## src/design/rhsm_pkg.sv

```systemverilog
`timescale 1ns / 1ps

package rhsm_pkg;

    localparam int MAX_PATTERN = 64;
    localparam int LEN_W       = $clog2(MAX_PATTERN + 1);
    localparam int COUNT_W     = 32;
    localparam int BYTE_W      = 8;
    localparam int IN_DATA_W   = 8;
    localparam int IN_USER_W   = 2;
    localparam int OUT_DATA_W  = 40;

    typedef enum logic [IN_USER_W-1:0] {
        ACT_CLEAR   = 2'd0,
        ACT_APPEND  = 2'd1,
        ACT_TEXT    = 2'd2,
        ACT_RESTART = 2'd3
    } action_t;

    // Per-cycle commands broadcast to every cell of the row.
    typedef struct packed {
        logic clear;
        logic pat_shift;
        logic win_shift;
    } cell_ctrl_t;

    // What the compare stage hands to the output stage with each word.
    typedef struct packed {
        logic               is_text;
        logic               overflow;
        logic [COUNT_W-1:0] count;
        logic [LEN_W-1:0]   len;
    } stage_info_t;

endpackage

```

## src/design/rhsm_cell.sv

```systemverilog
`timescale 1ns / 1ps

module rhsm_cell (
    input  logic                      clk,
    input  logic                      rst_n,
    input  rhsm_pkg::cell_ctrl_t      ctrl,
    input  logic [rhsm_pkg::BYTE_W-1:0] pat_in,
    input  logic [rhsm_pkg::BYTE_W-1:0] win_in,
    input  logic                      used_in,
    output logic [rhsm_pkg::BYTE_W-1:0] pat_out,
    output logic [rhsm_pkg::BYTE_W-1:0] win_out,
    output logic                      used_out,
    output logic                      eq_out
);

    logic [rhsm_pkg::BYTE_W-1:0] pat_reg;
    logic [rhsm_pkg::BYTE_W-1:0] win_reg;
    logic                        used_reg;
    logic                        eq_reg;
    logic                        eq_next;

    // An unused cell never blocks a match. The incoming window byte is the
    // value this cell holds after the shift.
    assign eq_next = !used_reg || (pat_reg == win_in);

    always_ff @(posedge clk or negedge rst_n)
    begin
        if (!rst_n)
        begin
            used_reg <= 1'b0;
        end
        else if (ctrl.clear)
        begin
            used_reg <= 1'b0;
        end
        else if (ctrl.pat_shift)
        begin
            used_reg <= used_in;
        end
    end

    always_ff @(posedge clk)
    begin
        if (ctrl.pat_shift)
        begin
            pat_reg <= pat_in;
        end
        if (ctrl.win_shift)
        begin
            win_reg <= win_in;
            eq_reg  <= eq_next;
        end
    end

    assign pat_out  = pat_reg;
    assign win_out  = win_reg;
    assign used_out = used_reg;
    assign eq_out   = eq_reg;

endmodule

```

## src/design/rhsm_match.sv

```systemverilog
`timescale 1ns / 1ps

module rhsm_match (
    input  logic                               clk,
    input  logic                               rst_n,
    input  logic                               in_valid,
    output logic                               in_ready,
    input  rhsm_pkg::stage_info_t              info,
    input  logic [rhsm_pkg::MAX_PATTERN-1:0]   eq_bits,
    output logic                               m_axis_tvalid,
    input  logic                               m_axis_tready,
    output logic [rhsm_pkg::OUT_DATA_W-1:0]    m_axis_tdata
);

    logic                              out_valid_reg;
    logic                              match_reg;
    logic [rhsm_pkg::COUNT_W-1:0]      start_reg;
    logic                              overflow_reg;
    logic                              match_next;
    logic [rhsm_pkg::COUNT_W-1:0]      count_len;

    assign count_len  = rhsm_pkg::COUNT_W'(info.len);
    assign match_next = info.is_text && (info.len != '0) && (info.count >= count_len)
                        && (&eq_bits);
    assign in_ready   = !out_valid_reg || m_axis_tready;

    always_ff @(posedge clk or negedge rst_n)
    begin
        if (!rst_n)
        begin
            out_valid_reg <= 1'b0;
        end
        else if (in_valid && in_ready)
        begin
            out_valid_reg <= 1'b1;
        end
        else if (m_axis_tready)
        begin
            out_valid_reg <= 1'b0;
        end
    end

    always_ff @(posedge clk)
    begin
        if (in_valid && in_ready)
        begin
            match_reg    <= match_next;
            start_reg    <= match_next ? (info.count - count_len) : '0;
            overflow_reg <= info.overflow;
        end
    end

    assign m_axis_tvalid = out_valid_reg;
    assign m_axis_tdata  = {{(rhsm_pkg::OUT_DATA_W - rhsm_pkg::COUNT_W - 2){1'b0}},
                            overflow_reg, start_reg, match_reg};

    property p_start_zero_without_match;
        @(posedge clk) disable iff (!rst_n)
        (out_valid_reg && !match_reg) |-> (start_reg == '0);
    endproperty
    a_start_zero_without_match: assert property (p_start_zero_without_match)
        else $error("match_start nonzero without a match");

    property p_match_and_overflow_exclusive;
        @(posedge clk) disable iff (!rst_n)
        out_valid_reg |-> !(match_reg && overflow_reg);
    endproperty
    a_match_and_overflow_exclusive: assert property (p_match_and_overflow_exclusive)
        else $error("match and overflow reported on one word");

    property p_load_sets_valid;
        @(posedge clk) disable iff (!rst_n)
        (in_valid && in_ready) |=> out_valid_reg;
    endproperty
    a_load_sets_valid: assert property (p_load_sets_valid)
        else $error("accepted result lost in output stage");

endmodule

```

## src/design/rolling_hash_string_matcher.sv

```systemverilog
`timescale 1ns / 1ps

// Streaming single-pattern string matcher.
// Input words arrive on s_axis: tuser carries the action (clear all, append a
// pattern byte, text byte, restart the text while keeping the pattern) and
// tdata carries the byte. Every accepted word produces exactly one result
// word on m_axis: a match flag, the zero-based start index of the matched
// window in the text, and a flag for a pattern byte dropped because the
// pattern already holds 64 bytes.
// The pattern and the recent text live in a row of 64 cells, newest byte in
// cell 0, so each cell compares its own pattern byte with its own window byte.
// A match is decided by the exact byte compare over all used cells once the
// text holds at least a full window. The text counter saturates at 2^32-1.
// Throughput is one word per cycle while m_axis takes words. The cell row
// registers the per-byte compares, and the output stage ANDs them and
// registers the result word.
// Reset empties the pattern and restarts the text; no setup pass is needed.
// When m_axis stalls, one word waits in the output register and one more in
// the compare stage; after that s_axis_tready drops until m_axis takes a word.
module rolling_hash_string_matcher (
    input  logic                                clk,
    input  logic                                rst_n,
    input  logic                                s_axis_tvalid,
    output logic                                s_axis_tready,
    // tdata: [7:0] byte_value
    input  logic [rhsm_pkg::IN_DATA_W-1:0]      s_axis_tdata,
    // tuser: [1:0] action
    input  logic [rhsm_pkg::IN_USER_W-1:0]      s_axis_tuser,
    output logic                                m_axis_tvalid,
    input  logic                                m_axis_tready,
    // tdata: [0] match, [32:1] match_start, [33] pattern_overflow, [39:34] zero
    output logic [rhsm_pkg::OUT_DATA_W-1:0]     m_axis_tdata
);

    localparam int N = rhsm_pkg::MAX_PATTERN;

    rhsm_pkg::action_t                   action;
    logic [rhsm_pkg::BYTE_W-1:0]         byte_value;
    logic                                accept;
    logic                                can_append;
    logic                                out_ready;

    logic [rhsm_pkg::LEN_W-1:0]          len_reg;
    logic [rhsm_pkg::LEN_W-1:0]          len_next;
    logic [rhsm_pkg::COUNT_W-1:0]        count_reg;
    logic [rhsm_pkg::COUNT_W-1:0]        count_next;
    logic [rhsm_pkg::COUNT_W-1:0]        count_inc;

    logic                                a_valid_reg;
    rhsm_pkg::stage_info_t               a_info_reg;
    rhsm_pkg::stage_info_t               a_info_next;

    rhsm_pkg::cell_ctrl_t                ctrl;

    logic [rhsm_pkg::BYTE_W-1:0]         pat_q  [N];
    logic [rhsm_pkg::BYTE_W-1:0]         win_q  [N];
    logic [N-1:0]                        used_q;
    logic [N-1:0]                        eq_q;

    assign action     = rhsm_pkg::action_t'(s_axis_tuser);
    assign byte_value = s_axis_tdata[rhsm_pkg::BYTE_W-1:0];

    // The compare stage moves on whenever the output stage can take its word.
    assign s_axis_tready = !a_valid_reg || out_ready;
    assign accept        = s_axis_tvalid && s_axis_tready;

    assign can_append = (len_reg < rhsm_pkg::LEN_W'(N));
    assign count_inc  = (count_reg == '1) ? count_reg : (count_reg + 1'b1);

    always_comb
    begin
        len_next    = len_reg;
        count_next  = count_reg;
        ctrl        = '0;
        a_info_next = '0;
        a_info_next.len = len_reg;
        if (accept)
        begin
            case (action)
                rhsm_pkg::ACT_CLEAR:
                begin
                    len_next   = '0;
                    count_next = '0;
                    ctrl.clear = 1'b1;
                end
                rhsm_pkg::ACT_APPEND:
                begin
                    if (can_append)
                    begin
                        // A longer pattern changes the window, so the text restarts.
                        len_next       = len_reg + 1'b1;
                        count_next     = '0;
                        ctrl.pat_shift = 1'b1;
                    end
                    else
                    begin
                        a_info_next.overflow = 1'b1;
                    end
                end
                rhsm_pkg::ACT_TEXT:
                begin
                    count_next          = count_inc;
                    ctrl.win_shift      = 1'b1;
                    a_info_next.is_text = 1'b1;
                end
                rhsm_pkg::ACT_RESTART:
                begin
                    count_next = '0;
                end
                default:
                begin
                    count_next = count_reg;
                end
            endcase
        end
        a_info_next.count = count_next;
    end

    always_ff @(posedge clk or negedge rst_n)
    begin
        if (!rst_n)
        begin
            len_reg     <= '0;
            count_reg   <= '0;
            a_valid_reg <= 1'b0;
        end
        else
        begin
            len_reg   <= len_next;
            count_reg <= count_next;
            if (accept)
            begin
                a_valid_reg <= 1'b1;
            end
            else if (out_ready)
            begin
                a_valid_reg <= 1'b0;
            end
        end
    end

    always_ff @(posedge clk)
    begin
        if (accept)
        begin
            a_info_reg <= a_info_next;
        end
    end

    // Row of cells: cell 0 takes the incoming byte, each other cell takes
    // its lower neighbor's byte when the row shifts.
    for (genvar j = 0; j < N; j++)
    begin : g_cell
        logic [rhsm_pkg::BYTE_W-1:0] pat_in;
        logic [rhsm_pkg::BYTE_W-1:0] win_in;
        logic                        used_in;

        if (j == 0)
        begin : g_head
            assign pat_in  = byte_value;
            assign win_in  = byte_value;
            assign used_in = 1'b1;
        end
        else
        begin : g_body
            assign pat_in  = pat_q[j-1];
            assign win_in  = win_q[j-1];
            assign used_in = used_q[j-1];
        end

        rhsm_cell u_cell (
            .clk      (clk),
            .rst_n    (rst_n),
            .ctrl     (ctrl),
            .pat_in   (pat_in),
            .win_in   (win_in),
            .used_in  (used_in),
            .pat_out  (pat_q[j]),
            .win_out  (win_q[j]),
            .used_out (used_q[j]),
            .eq_out   (eq_q[j])
        );
    end

    rhsm_match u_match (
        .clk           (clk),
        .rst_n         (rst_n),
        .in_valid      (a_valid_reg),
        .in_ready      (out_ready),
        .info          (a_info_reg),
        .eq_bits       (eq_q),
        .m_axis_tvalid (m_axis_tvalid),
        .m_axis_tready (m_axis_tready),
        .m_axis_tdata  (m_axis_tdata)
    );

    property p_len_bounded;
        @(posedge clk) disable iff (!rst_n)
        len_reg <= rhsm_pkg::LEN_W'(N);
    endproperty
    a_len_bounded: assert property (p_len_bounded)
        else $error("pattern length beyond capacity");

    property p_used_matches_len;
        @(posedge clk) disable iff (!rst_n)
        $countones(used_q) == int'(len_reg);
    endproperty
    a_used_matches_len: assert property (p_used_matches_len)
        else $error("used cells disagree with pattern length");

    property p_clear_empties;
        @(posedge clk) disable iff (!rst_n)
        (accept && action == rhsm_pkg::ACT_CLEAR) |=> (len_reg == '0 && count_reg == '0);
    endproperty
    a_clear_empties: assert property (p_clear_empties)
        else $error("clear did not empty pattern and text");

    property p_full_append_keeps_len;
        @(posedge clk) disable iff (!rst_n)
        (accept && action == rhsm_pkg::ACT_APPEND && !can_append) |=> $stable(len_reg);
    endproperty
    a_full_append_keeps_len: assert property (p_full_append_keeps_len)
        else $error("dropped pattern byte changed the pattern");

endmodule
```

## config.mk

```make
export PLATFORM = sky130hd
export DESIGN_NAME = rolling_hash_string_matcher
export DESIGN_NICKNAME = d
export VERILOG_FILES = /design/src/design/rhsm_pkg.sv /design/src/design/rhsm_cell.sv /design/src/design/rhsm_match.sv /design/src/design/rolling_hash_string_matcher.sv
export SDC_FILE = /design/constraint.sdc
export NUM_CORES = 1
export LEC_CHECK = 0
export BUFFER_PORTS_ARGS = -buffer_cell sky130_fd_sc_hd__buf_2
export CAP_MARGIN = 5
export CORE_MARGIN = 2
export CORE_UTILIZATION = 47
export CTS_CLUSTER_SIZE = 20
export DETAILED_ROUTE_END_ITERATION = 10
export SLEW_MARGIN = 5
export SYNTH_ARGS = -nofsm -noshare
export SYNTH_HDL_FRONTEND = slang
export SYNTH_SLANG_ARGS = --single-unit
```

## constraint.sdc

```tcl
create_clock -name clk -period 44.7 [get_ports clk]
set_input_delay 2.235 -clock clk [delete_from_list [all_inputs] [get_ports clk]]
set_output_delay 2.235 -clock clk [all_outputs]
set_load 0.02 [all_outputs]
```

==> Implementation_results.wiki, run 1 <==
{| class="wikitable"
! Metric !! Value
|-
| Switching power summed over all nets || 0.000482 W
|-
| RD Place Congestion || between 0.8 and 0.9
|-
| Post-cts sizing count || 0
|-
| Worst slew slack as a fraction of its limit || 17.7%
|-
| Global routing usage summed across all routing layers || 15.8%
|-
| Number of remaining DRC errors || 0
|-
| Number of placement rows || about 110
|-
| Hold buffer count at CTS || 0
|-
| Worst path most repeated cell || sky130_fd_sc_hd__buf_4
|-
| Total internal power || 0.00189 W
|-
| Post-synth EDFFs || 1155
|-
| Count of routing violations after the opening detailed-route iteration || 2236
|-
| Worst setup timing slack at the placement stage || 36.87 ns
|-
| Worst endpoint data arrival time || roughly 7.6 ns
|-
| Post-layout nets || ~2600
|-
| Level count of the clock H-tree || 3
|-
| Initial Util || between 40% and 50%
|-
| Detailed-route wire length || 78900 microns
|-
| Async set or reset register ratio after synthesis || 8.33%
|-
| Total standard cell area after synthesis || around 46000 sq um
|-
| Residual antenna-violating net count after detailed routing || 0
|-
| Endpoint type of the worst setup path || flop
|-
| Number of hold violations in the final report || 0
|-
| Ant. Diodes || 0
|-
| I/O pin count || 56
|-
| Ordered list of cells on the worst path || buf_2 > nand3b_1 > nand2_1 > nor4b_2 > buf_4 > buf_12 > buf_4 > buf_12 > buf_4
|-
| Count of state elements after synthesis || roughly 1300
|-
| Pwr dens || approximately 46 nW/um^2
|-
| CTS tree || done
|-
| Total grt overflow || 0
|-
| Initial antenna violation count || 0
|-
| Die extent in y || 317 microns
|-
| Worst Path Max Fanout || 180
|-
| Number of warnings printed during yosys synthesis || 0
|-
| CP Launch Point || m_axis_tready
|-
| Required time reported for the critical path endpoint || 45.00 ns
|-
| Top-count cell post-synth || sky130_fd_sc_hd__edfxtp_1
|-
| CP Class || in -> reg
|-
| Maximum number of pins on one net before global-route repair || 181
|-
| Static Leak || 16.3 nW
|-
| Portion of total power attributed to the clock network || 40.8%
|-
| Clock period minus final worst setup slack || between 7 and 8 ns
|-
| Clock tree sinks || 1260
|-
| Die extent in x || 317 microns
|-
| Worst-case register-to-register setup slack || 38.62 ns
|-
| First-pass iteration count of the detailed router || 5
|-
| Fmax || 136 MHz
|-
| Outcome || completed
|-
| Share of cells above drive strength 1 || 9.47%
|-
| Met1 routed wirelength after detailed routing || around 36000 microns
|-
| Slowest CP cell || sky130_fd_sc_hd__buf_4
|-
| Peak per-stage delay on the critical path || 0.96 ns
|-
| Via density per instance || 5.31
|-
| Cell count of the worst hold path || 0
|-
| CTS clock-pin slew for the worst setup and hold paths || ~0.060 ns
|-
| Beginning of the worst register-to-register path || u_match.m_axis_tvalid$_DFFE_PN0P_
|-
| FF-to-FF path depth || 8
|-
| Area enclosed by the die boundary || 100000 sq um
|-
| Layout-stage area growth over the synthesis result || 12.3%
|-
| Peak ir drop on the vdd network || ~0.000034 V
|-
| Layout filler cell count || 7487
|-
| Share of Yosys cell area claimed by the top area cell type || 75.3%
|-
| Setup WS post-layout || approximately 37 ns
|-
| Leading post-synthesis cells by instance count || sky130_fd_sc_hd__edfxtp_1, sky130_fd_sc_hd__xnor2_1, sky130_fd_sc_hd__nand4_1, sky130_fd_sc_hd__o21ai_0, sky130_fd_sc_hd__dfrtp_1
|-
| Type of the tightest min-delay check || reg -> reg
|-
| Clk Latency, worst-skew pair || 0.69 ns
|-
| Post-route setup TNS || 0 ns
|-
| Sw Share || between 20% and 30%
|-
| Via count of the first global-routing pass || 21894
|-
| Endpoint of the worst setup timing path || g_cell[14].u_cell.pat_out[0]$_DFFE_PP_
|-
| Number of buffers on the longest clock path || 3
|-
| Highest routing layer actually used || met4
|-
| Number of distinct library cells after synthesis || 58
|-
| HPWL reported at the end of detailed placement || between 40000 and 50000 microns
|-
| Post-synthesis instance total || about 2500
|-
| Period utilization || 16.4%
|-
| RSZ-0062 raised after global routing || no
|-
| Top cells by area in the synthesized netlist || sky130_fd_sc_hd__edfxtp_1, sky130_fd_sc_hd__xnor2_1, sky130_fd_sc_hd__dfrtp_1
|-
| WL/cell || 19.8 microns
|-
| Sum of met3 wire segment lengths after detailed routing || between 3000 and 4000 microns
|-
| Number of max-slew violations in the final report || 0
|-
| Average size of a mapped cell || 18.7 sq um
|-
| Via Count || 21194
|-
| Sequential cell area fraction in the yosys report || between 80% and 90%
|-
| Final Hold Slack || 0.441 ns
|-
| CTS root buffer || sky130_fd_sc_hd__clkbuf_16
|-
| Top flip-flop cell by instance count after synthesis || sky130_fd_sc_hd__edfxtp_1
|-
| Buffers added on ports || 49
|-
| Sequential cell fraction of total power || 56.3%
|-
| Capturing point of the worst reg2reg path || g_cell[14].u_cell.pat_out[0]$_DFFE_PP_
|-
| Power share of the combinational group || 2.8%
|-
| Nature of the critical path startpoint || input pin
|-
| Worst-Margin Slew || 1.23 ns
|-
| Cell accounting for the most synthesized area || sky130_fd_sc_hd__edfxtp_1
|-
| Setup repair bufs after CTS || 0
|-
| Core ar. || 96900 sq um
|-
| Number of violations of the max-capacitance limit || 0
|-
| TritonCTS Buffers || 120
|-
| Global-route wire length before repair || 123000 microns
|-
| # setup viols final || 0
|-
| Max Clock Skew || 0.0326 ns
|-
| Flip-flop count of the largest register after layout || 512
|-
| Met2 routed WL || 37700 microns
|}
area by class of cell:
type                       instances  area [sq um]  share of cell area [%]
sequential                      1260         37300                    72.2
multi-input combinational       1143          8480                    16.4
clock buffer                     185          3420                    6.61
tap                             1276          1600                    3.09
timing repair buffer              67           420                   0.814
clock inverter                    43           390                   0.755
inverter                          15          63.8                   0.123
worst min-delay path by stage:
stage	start	endpoint	slack, ns
after floorplan	a_info_reg[39]$_SDFFCE_PN0P_	u_match.overflow_reg$_DFFE_PP_	0.40
after global placement	g_cell[1].u_cell.pat_out[7]$_DFFE_PP_	g_cell[2].u_cell.pat_out[7]$_DFFE_PP_	0.45
after detailed placement	g_cell[49].u_cell.win_out[6]$_DFFE_PP_	g_cell[50].u_cell.win_out[6]$_DFFE_PP_	0.46
after CTS	g_cell[45].u_cell.win_out[1]$_DFFE_PP_	g_cell[46].u_cell.win_out[1]$_DFFE_PP_	0.45
after global routing	g_cell[45].u_cell.win_out[1]$_DFFE_PP_	g_cell[46].u_cell.win_out[1]$_DFFE_PP_	0.45
final	g_cell[45].u_cell.win_out[6]$_DFFE_PP_	g_cell[46].u_cell.win_out[6]$_DFFE_PP_	0.44
power by group through the flow:
stage	Combinational (W)	Sequential, W	Clock [W]
after detailed placement	0.0000683	0.00136	0
after CTS	0.0000685	0.00134	0.000995
final	0.0000670	0.00134	0.000970
after global routing	0.0000749	0.00134	0.00104
after global placement	0.0000669	0.00136	0
after floorplan	0.0000454	0.00138	0
critical path, delay by kind of cell:
kind | cells | cell delay [ns]
and+or+nand+nor | 3 | 0.66
buffers and inverters | 6 | 3.88
cells by family (layout without fill, tap and decap cells):
| group | Yosys count | in the layout | share of synthesized area (%) |
|---|---|---|---|
| xor+xnor | 528 | 528 | 10.0 |
| fa+ha+maj | 10 | 10 | 0.288 |
| other cells | 1 | 6 | 0.00815 |
| flops | 1260 | 1260 | 81.1 |
| mux | 1 | 1 | 0.0245 |
| compound gates | 265 | 265 | 3.73 |
| simple gates | 333 | 333 | 4.26 |
| buf+inv | 59 | 310 | 0.587 |
stage by stage:
stage | power [W] | utilization [%] | std cells | area [sq um]
2_1_floorplan | 0.00142 | - | 2462 | 46100
3_3_place_gp | 0.00143 | 49.4 | 3761 | 47900
3_5_place_dp | 0.00143 | 49.4 | 3761 | 47900
4_1_cts | 0.00240 | 53.4 | 3989 | 51700
5_1_grt | 0.00246 | 53.4 | 3989 | 51700
6_report | 0.00238 | 53.4 | 3989 | 51700
layer usage:
| layer | global-route usage (%) | vias to the layer above |
|---|---|---|
| met2 | 25.3 | 514 |
| met1 | 22.5 | 10774 |
| met5 | 0 | - |
| met3 | 2.93 | 122 |
| met4 | 4.45 | 0 |
| li1 | - | 9784 |
cells in the final DEF (no fill, tap or decap), drive strengths merged, types with 7 or more instances in the layout:
cell type	instances
xnor2	521
nor2	35
dfrtp	105
nand2b	7
a21oi	31
or3	16
xor2	7
ha	9
nand2	29
a31oi	14
nand4	158
inv	18
clkinv	32
and2	8
edfxtp	1155
clkbuf	185
nor4	13
o31ai	13
and3	10
nor3	11
or4	10
a22o	65
buf	67
nand3	14
o21ai	116
(Power assumes the default switching activity.)
==> run 2, diff against run 1 <==
Settings changed: ABC_AREA set to 1.
Clock period 44.7 ns to 6.3 ns, I/O delays scaled along.
==> run 2 against run 1 <==
Compared with the run above: global-route usage grew 0.33 points; largest cell class unchanged; critical path depth shrank 4; highest routed layer is now met5; cell area grew 2.9%; flip-flop and latch count is the same; first-iteration DRC count shrank 14%.
==> Implementation_results.wiki, run 2 <==
{| class="wikitable"
! Metric !! Value
|-
| Initial antenna violation count || 2 (was 0)
|-
| Buffers added on ports || 49 (unchanged)
|-
| Share of Yosys cell area claimed by the top area cell type || 73.5% (was 75.3%)
|-
| Top flip-flop cell by instance count after synthesis || sky130_fd_sc_hd__edfxtp_1 (unchanged)
|-
| Top cells by area in the synthesized netlist || sky130_fd_sc_hd__edfxtp_1, sky130_fd_sc_hd__xor2_1, sky130_fd_sc_hd__dfrtp_1 (was sky130_fd_sc_hd__edfxtp_1, sky130_fd_sc_hd__xnor2_1, sky130_fd_sc_hd__dfrtp_1)
|-
| Setup repair bufs after CTS || 0 (unchanged)
|-
| Post-route setup TNS || 0 ns (unchanged)
|-
| Die extent in x || 321 microns (was 317 microns)
|-
| Overall Power || 0.0173 W (was 0.00238 W)
|-
| Ant. Diodes || 0 (unchanged)
|-
| Clk Latency, worst-skew pair || 0.72 ns (was 0.69 ns)
|-
| Type of the tightest min-delay check || in -> reg (was reg -> reg)
|-
| Cell Area, Placed || 49100 sq um (was 47900 sq um)
|-
| Setup WS post-layout || 3.14 ns (was 37.37 ns)
|-
| Required time reported for the critical path endpoint || 6.62 ns (was 45.00 ns)
|-
| Peak per-stage delay on the critical path || 0.89 ns (was 0.96 ns)
|-
| Commonest cells after routing, fill and taps aside || sky130_fd_sc_hd__edfxtp_1, sky130_fd_sc_hd__nand2_1, sky130_fd_sc_hd__xor2_1, sky130_fd_sc_hd__nor2_1, sky130_fd_sc_hd__xnor2_1 (was sky130_fd_sc_hd__edfxtp_1, sky130_fd_sc_hd__xnor2_1, sky130_fd_sc_hd__nand4_1, sky130_fd_sc_hd__clkbuf_16, sky130_fd_sc_hd__o21ai_0)
|-
| WL/cell || 18.3 microns (was 19.8 microns)
|-
| Post-layout nets || 3109 (was 2631)
|-
| Worst path most repeated cell || sky130_fd_sc_hd__buf_4 (unchanged)
|-
| CTS clock-pin slew for the worst setup and hold paths || 0.05 ns (was 0.06 ns)
|-
| Top-count cell post-synth || sky130_fd_sc_hd__edfxtp_1 (unchanged)
|-
| Leading post-synthesis cells by instance count || sky130_fd_sc_hd__edfxtp_1, sky130_fd_sc_hd__nand2_1, sky130_fd_sc_hd__xor2_1, sky130_fd_sc_hd__nor2_1, sky130_fd_sc_hd__xnor2_1 (was sky130_fd_sc_hd__edfxtp_1, sky130_fd_sc_hd__xnor2_1, sky130_fd_sc_hd__nand4_1, sky130_fd_sc_hd__o21ai_0, sky130_fd_sc_hd__dfrtp_1)
|-
| Number of distinct library cells after synthesis || 43 (was 58)
|-
| Ordered list of cells on the worst path || nand3_1 > nand2_1 > nor2_4 > buf_4 > buf_4 (was buf_2 > nand3b_1 > nand2_1 > nor4b_2 > buf_4 > buf_12 > buf_4 > buf_12 > buf_4)
|-
| Maximum number of pins on one net before global-route repair || 177 (was 181)
|-
| Flip-flop count of the largest register after layout || 512 (unchanged)
|-
| Fmax || around 320 MHz
|-
| Sequential cell area fraction in the yosys report || 79.1% (was 81.1%)
|-
| Via density per instance || 5.08 (was 5.31)
|-
| # setup viols final || 0 (unchanged)
|-
| Via Count || 22769 (was 21194)
|-
| Core ar. || 99900 sq um (was 96900 sq um)
|-
| Final design instance area without fill || 53200 sq um (was 51700 sq um)
|-
| Initial Util || 47.2% (was 47.5%)
|-
| Capturing point of the worst reg2reg path || g_cell[26].u_cell.pat_out[5]$_DFFE_PP_ (was g_cell[14].u_cell.pat_out[0]$_DFFE_PP_)
|-
| CTS root buffer || sky130_fd_sc_hd__clkbuf_16 (unchanged)
|-
| Max Clock Skew || 0.0237 ns (was 0.0326 ns)
|-
| Area enclosed by the die boundary || 103000 sq um (was 100000 sq um)
|-
| Number of hold violations in the final report || 0 (unchanged)
|-
| Layout filler cell count || 7958 (was 7487)
|-
| Clock period minus final worst setup slack || 3.16 ns
|-
| Number of warnings printed during yosys synthesis || 0 (unchanged)
|-
| Global routing usage summed across all routing layers || 16.2% (was 15.8%)
|-
| Worst slew slack as a fraction of its limit || 26.0% (was 17.7%)
|-
| Die extent in y || 321 microns (was 317 microns)
|-
| CP Class || reg -> reg (was in -> reg)
|-
| Number of placed instances, taps included || 4238 (was 3761)
|-
| TritonCTS Buffers || 130 (was 120)
|-
| Slowest CP cell || sky130_fd_sc_hd__buf_4 (unchanged)
|-
| Worst-Margin Slew || 1.11 ns (was 1.23 ns)
|-
| Via count of the first global-routing pass || 23644 (was 21894)
|-
| Total grt overflow || 0 (unchanged)
|-
| Residual antenna-violating net count after detailed routing || 0 (unchanged)
|-
| Clock tree sinks || 1260 (unchanged)
|-
| Worst Path Max Fanout || 79 (was 180)
|-
| CTS tree || done (unchanged)
|-
| RSZ-0062 raised after global routing || no (unchanged)
|-
| Number of placement rows || 116 (was 114)
|-
| Endpoint type of the worst setup path || flop (unchanged)
|-
| Post-synthesis instance total || 2900 (was 2457)
|-
| FF-to-FF path depth || 5 (was 8)
|-
| Min-delay src || s_axis_tvalid (was g_cell[45].u_cell.win_out[6]$_DFFE_PP_)
|-
| Post-synth EDFFs || 1155 (unchanged)
|-
| Layout-stage area growth over the synthesis result || 12.8% (was 12.3%)
|-
| Worst endpoint data arrival time || 3.49 ns (was 7.63 ns)
|-
| Level count of the clock H-tree || 4 (was 3)
|-
| Async set or reset register ratio after synthesis || 8.33% (unchanged)
|-
| RD Place Congestion || 0.814 (was 0.828)
|-
| Share of cells above drive strength 1 || 8.82% (was 9.47%)
|-
| Count of routing violations after the opening detailed-route iteration || 1918 (was 2236)
|-
| HPWL reported at the end of detailed placement || 51700 microns (was 47600 microns)
|-
| First-pass iteration count of the detailed router || 7 (was 5)
|-
| Non-filler cells, final || 4483 (was 3989)
|-
| Static Leak || 17.6 nW (was 16.3 nW)
|-
| Detailed-route wire length || 82200 microns (was 78900 microns)
|-
| Global-route wire length before repair || 130000 microns (was 123000 microns)
|-
| Number of max-slew violations in the final report || 0 (unchanged)
|-
| Cell accounting for the most synthesized area || sky130_fd_sc_hd__edfxtp_1 (unchanged)
|-
| Beginning of the worst register-to-register path || u_match.m_axis_tvalid$_DFFE_PN0P_ (unchanged)
|-
| Cell count of the worst hold path || 3 (was 0)
|-
| Worst setup timing slack at the placement stage || 3.07 ns (was 36.87 ns)
|-
| Total standard cell area after synthesis || 47200 sq um (was 46000 sq um)
|-
| Number of violations of the max-capacitance limit || 0 (unchanged)
|-
| I/O pin count || 56 (unchanged)
|-
| Outcome || completed (unchanged)
|-
| Number of buffers on the longest clock path || 3 (unchanged)
|-
| Worst-case register-to-register setup slack || 3.14 ns (was 38.62 ns)
|-
| Endpoint of the worst hold-timing path || a_valid_reg$_DFFE_PN0P_ (was g_cell[46].u_cell.win_out[6]$_DFFE_PP_)
|-
| Count of state elements after synthesis || 1260 (unchanged)
|-
| Nature of the critical path startpoint || flop (was input pin)
|-
| Average size of a mapped cell || 16.3 sq um (was 18.7 sq um)
|-
| Number of remaining DRC errors || 0 (unchanged)
|-
| Peak ir drop on the vdd network || 0.000226 V (was 0.0000344 V)
|-
| Pwr dens || 325 nW/um^2 (was 46.0 nW/um^2)
|-
| Period utilization || between 50% and 60%
|-
| Leading cell type in the layout, fill and taps excluded || sky130_fd_sc_hd__edfxtp_1 (unchanged)
|}
## run 2: power by group
group	internal [W]	total, W	switching (W)
logic	0.000171	0.000567	0.000396
clock network	0.00410	0.00717	0.00307
registers	0.00938	0.00954	0.000158
## run 2: kinds of logic (layout without fill, tap and decap cells)
family / count (synthesis) / after routing / share of synthesized area, %
DFF: 1260 / 1260 / 79.1
and+or+nand+nor: 774 / 774 / 7.45
xor gates and xnor gates: 509 / 509 / 9.45
buffers and inverters: 188 / 468 / 1.67
AOI/OAI and AO/OA: 158 / 158 / 2.06
adders and majority gates: 10 / 10 / 0.281
other: 1 / 6 / 0.00795
## run 2: through the flow
stage,hold WS (ns),utilization [%]
global route,0.141,53.3
global placement,0.338,49.1
detailed placement,0.353,49.1
CTS,0.0912,53.3
finish,0.131,53.3
floorplan,0.0194,-
## run 2: cell type report
type                       count  area [sq um]  share of cell area, %
clock inverter                68           472                  0.887
inverter                     157           589                   1.11
multi-input combinational   1457          9120                   17.1
sequential                  1260         37300                   70.1
clock buffer                 164          3530                   6.63
timing repair buffer          79           556                   1.04
tap                         1298          1620                   3.05
## run 2: critical path, delay by kind of cell, from the launching register on
family,cells,cell delay (ns)
AND/OR/NAND/NOR,3,0.78
flip-flops,1,0.42
buffers and inverters,2,1.47
## run 2: metal layers
layer | GRT usage (%) | vias up | share of wire, % | wire length [microns]
li1 | - | 10838 | - | -
met1 | 21.8 | 11402 | 45 | 36800
met2 | 26.1 | 372 | 48 | 39700
met3 | 3.14 | 153 | 3.9 | 3240
met4 | 6.40 | 4 | 2.9 | 2400
met5 | 0 | - | 0.032 | 26
## run 2: repair_timing
| action | CTS | global route |
|---|---|---|
| resized for setup | 0 | 0 |
| hold endpoints to repair | 69 | 0 |
| hold buffers | 13 | 0 |
## run 2: worst max-delay path by stage
stage / from / to / slack, ns / cells past startpoint
floorplan: u_match.m_axis_tvalid$_DFFE_PN0P_ / a_info_reg[21]$_DFFE_PP_ / 0.80 / 6
global placement: m_axis_tready / g_cell[22].u_cell.pat_out[7]$_DFFE_PP_ / 3.14 / 7
detailed placement: m_axis_tready / g_cell[26].u_cell.pat_out[5]$_DFFE_PP_ / 3.07 / 7
CTS: u_match.m_axis_tvalid$_DFFE_PN0P_ / g_cell[24].u_cell.pat_out[7]$_DFFE_PP_ / 3.09 / 5
global route: u_match.m_axis_tvalid$_DFFE_PN0P_ / g_cell[26].u_cell.pat_out[5]$_DFFE_PP_ / 2.94 / 5
finish: u_match.m_axis_tvalid$_DFFE_PN0P_ / g_cell[26].u_cell.pat_out[5]$_DFFE_PP_ / 3.14 / 5
==> run 3, diff against run 2 <==
Clock period 6.3 ns to 3.16 ns, I/O delays scaled along.
==> run 3 against run 2 <==
Compared with the run above: clock power rose by 110%; highest routed layer unchanged; count of clock-buffer cells in the layout rose by 7; sequential share of layout area fell by 0.76 points; critical path type unchanged; register-to-register slack got worse by 2.3 ns; clock skew fell by 0.00075 ns; die area did not move; non-clock buffer count rose by 27; global-route usage rose by 0.20 points; total power rose by 100%.
==> Implementation_results.wiki, run 3 (synthesized netlist as in run 2, its figures left out) <==
{| class="wikitable"
! Metric !! Value
|-
| RSZ-0062 raised after global routing || no (unchanged)
|-
| Nature of the critical path startpoint || flop (unchanged)
|-
| Type of the tightest min-delay check || in -> async (was in -> reg)
|-
| Via count of the first global-routing pass || 23992 (was 23644)
|-
| Worst Path Max Fanout || 26 (was 79)
|-
| Detailed-route wire length || 82500 microns (was 82200 microns)
|-
| CP Class || reg -> reg (unchanged)
|-
| Maximum number of pins on one net before global-route repair || 103 (was 177)
|-
| Setup WS post-layout || 0.814 ns (was 3.14 ns)
|-
| Via Count || 22969 (was 22769)
|-
| Outcome || completed (unchanged)
|-
| Buffers added on ports || 49 (unchanged)
|-
| CTS clock-pin slew for the worst setup and hold paths || 0.06 ns (was 0.05 ns)
|-
| Number of violations of the max-capacitance limit || 0 (unchanged)
|-
| Total grt overflow || 0 (unchanged)
|-
| Final core utilization || 53.9% (was 53.3%)
|-
| Critical path's top delay family || adder cells (was buffers and inverters)
|-
| Layout-stage area growth over the synthesis result || 14.0% (was 12.8%)
|-
| # setup viols final || 0 (unchanged)
|-
| FF-to-FF path depth || 9 (was 5)
|-
| Worst-Margin Slew || 1.01 ns (was 1.11 ns)
|-
| Leading cell type in the layout, fill and taps excluded || sky130_fd_sc_hd__edfxtp_1 (unchanged)
|-
| Level count of the clock H-tree || 4 (unchanged)
|-
| Beginning of the worst register-to-register path || a_info_reg[0]$_DFFE_PP_ (was u_match.m_axis_tvalid$_DFFE_PN0P_)
|-
| HPWL reported at the end of detailed placement || 53500 microns (was 51700 microns)
|-
| RD Place Congestion || 0.900 (was 0.814)
|-
| Initial antenna violation count || 2 (unchanged)
|-
| TritonCTS Buffers || 130 (unchanged)
|-
| Clock tree sinks || 1260 (unchanged)
|-
| WL/cell || 18.3 microns (about the same)
|-
| Via density per instance || 5.09 (was 5.08)
|-
| CTS root buffer || sky130_fd_sc_hd__clkbuf_16 (unchanged)
|-
| Count of routing violations after the opening detailed-route iteration || 1861 (was 1918)
|-
| Global-route wire length before repair || 132000 microns (was 130000 microns)
|-
| Setup repair bufs after CTS || 0 (unchanged)
|-
| Area enclosed by the die boundary || 103000 sq um (unchanged)
|-
| Buf+Inv Stages, Crit Path || 1 (was 2)
|-
| Static Leak || 17.8 nW (was 17.6 nW)
|-
| Peak ir drop on the vdd network || 0.000523 V (was 0.000226 V)
|-
| Worst-case register-to-register setup slack || 0.81 ns (was 3.14 ns)
|-
| Clock period minus final worst setup slack || 2.35 ns (was 3.16 ns)
|-
| CTS tree || done (unchanged)
|-
| Commonest cells after routing, fill and taps aside || sky130_fd_sc_hd__edfxtp_1, sky130_fd_sc_hd__nand2_1, sky130_fd_sc_hd__xor2_1, sky130_fd_sc_hd__nor2_1, sky130_fd_sc_hd__xnor2_1 (unchanged)
|-
| I/O pin count || 56 (unchanged)
|-
| Period utilization || 74.2% (was 50.2%)
|-
| Core ar. || 99900 sq um (unchanged)
|-
| Number of buffers on the longest clock path || 3 (unchanged)
|-
| Number of max-slew violations in the final report || 0 (unchanged)
|-
| Max Clock Skew || 0.0229 ns (was 0.0237 ns)
|-
| Flip-flop count of the largest register after layout || 512 (unchanged)
|-
| Worst slew slack as a fraction of its limit || 33.0% (was 26.0%)
|-
| Endpoint type of the worst setup path || flop (unchanged)
|-
| Die extent in y || 321 microns (unchanged)
|-
| Fmax || 426 MHz (was 316 MHz)
|-
| Peak per-stage delay on the critical path || 0.46 ns (was 0.89 ns)
|-
| Number of hold violations in the final report || 0 (unchanged)
|-
| Post-route setup TNS || 0 ns (unchanged)
|-
| Residual antenna-violating net count after detailed routing || 0 (unchanged)
|-
| Ant. Diodes || 0 (unchanged)
|-
| Slowest CP cell || sky130_fd_sc_hd__fa_1 (was sky130_fd_sc_hd__buf_4)
|-
| Die extent in x || 321 microns (unchanged)
|-
| Number of placement rows || 116 (unchanged)
|-
| First-pass iteration count of the detailed router || 5 (was 7)
|-
| Required time reported for the critical path endpoint || 3.71 ns (was 6.62 ns)
|-
| Worst setup timing slack at the placement stage || 0.835 ns (was 3.07 ns)
|-
| Clk Latency, worst-skew pair || 0.72 ns (about the same)
|-
| Number of remaining DRC errors || 0 (unchanged)
|-
| Post-layout nets || 3136 (was 3109)
|-
| Share of cells above drive strength 1 || 9.53% (was 8.82%)
|-
| Initial Util || 47.2% (unchanged)
|-
| Pwr dens || 652 nW/um^2 (was 325 nW/um^2)
|-
| Global routing usage summed across all routing layers || 16.4% (was 16.2%)
|-
| Capturing point of the worst reg2reg path || u_match.start_reg[12]$_SDFFCE_PN0P_ (was g_cell[26].u_cell.pat_out[5]$_DFFE_PP_)
|-
| Ordered list of cells on the worst path || ha_1 > fa_1 > o21bai_2 > nand2_1 > nand2_2 > inv_2 > nand3_2 > nand2_4 > a21oi_1 (was nand3_1 > nand2_1 > nor2_4 > buf_4 > buf_4)
|-
| Worst endpoint data arrival time || 2.90 ns (was 3.49 ns)
|}
[run 3: cell count changes in the layout (fill, tap and decap cells not counted)]
cell                            before  now
sky130_fd_sc_hd__buf_12              4   21
sky130_fd_sc_hd__buf_4              14   23
sky130_fd_sc_hd__bufinv_16           3   11
sky130_fd_sc_hd__clkinv_2           17   12
sky130_fd_sc_hd__clkbuf_1           25   29
sky130_fd_sc_hd__clkbuf_8            4    7
sky130_fd_sc_hd__clkinv_1           31   28
sky130_fd_sc_hd__clkinv_8            2    0
sky130_fd_sc_hd__inv_16              2    0
sky130_fd_sc_hd__inv_6               8    6
sky130_fd_sc_hd__clkinvlp_4          5    4
sky130_fd_sc_hd__dlygate4sd3_1      13   14
[run 3: layer usage]
layer  track usage (%)  routed length, microns
met5                 0                      25
met4              5.90                    2240
met3              3.17                    3220
met2              27.1                   40600
met1              21.7                   36500
[run 3: metrics by stage]
stage | instance area [sq um] | total power (W) | instances | hold slack, ns
global route | 53800 | 0.0363 | 4510 | 0.0569
global placement | 49500 | 0.0205 | 4264 | 0.227
detailed placement | 49500 | 0.0206 | 4264 | 0.230
floorplan | 47200 | 0.0201 | 2905 | -0.138
CTS | 53800 | 0.0355 | 4510 | 0.00889
finish | 53800 | 0.0351 | 4510 | 0.0415
[run 3: power breakdown]
part / switching, W / internal (W)
clock: 0.00601 / 0.00886
combinational: 0.000816 / 0.000389
sequential: 0.000324 / 0.0187
total: 0.00715 / 0.0279
[run 3: worst max-delay path by stage]
stage	from	endpoint	slack (ns)	cells past startpoint
floorplan	u_match.m_axis_tvalid$_DFFE_PN0P_	a_info_reg[21]$_DFFE_PP_	0.02	6
global placement	u_match.m_axis_tvalid$_DFFE_PN0P_	g_cell[62].u_cell.win_out[7]$_DFFE_PP_	0.92	5
detailed placement	a_info_reg[0]$_DFFE_PP_	u_match.start_reg[3]$_SDFFCE_PN0P_	0.83	9
CTS	a_info_reg[0]$_DFFE_PP_	u_match.start_reg[12]$_SDFFCE_PN0P_	0.82	9
global route	a_info_reg[0]$_DFFE_PP_	u_match.start_reg[8]$_SDFFCE_PN0P_	0.61	9
finish	a_info_reg[0]$_DFFE_PP_	u_match.start_reg[12]$_SDFFCE_PN0P_	0.81	9
[run 3: final cells by class]
cell class | instances | area [sq um]
Clock buffer | 171 | 3580
Timing Repair Buffer | 106 | 973
Sequential cell | 1260 | 37300
Multi-Input combinational cell | 1457 | 9120
Clock inverter | 61 | 578
Tap cell | 1298 | 1620
Fill cell | 7912 | 46100
Inverter | 157 | 589
[run 3: repair_timing]
item	CTS	global route
endpoints found under the setup margin	0	0
hold endpoints to repair	139	0
hold buffers	14	0
resized for setup	0	0
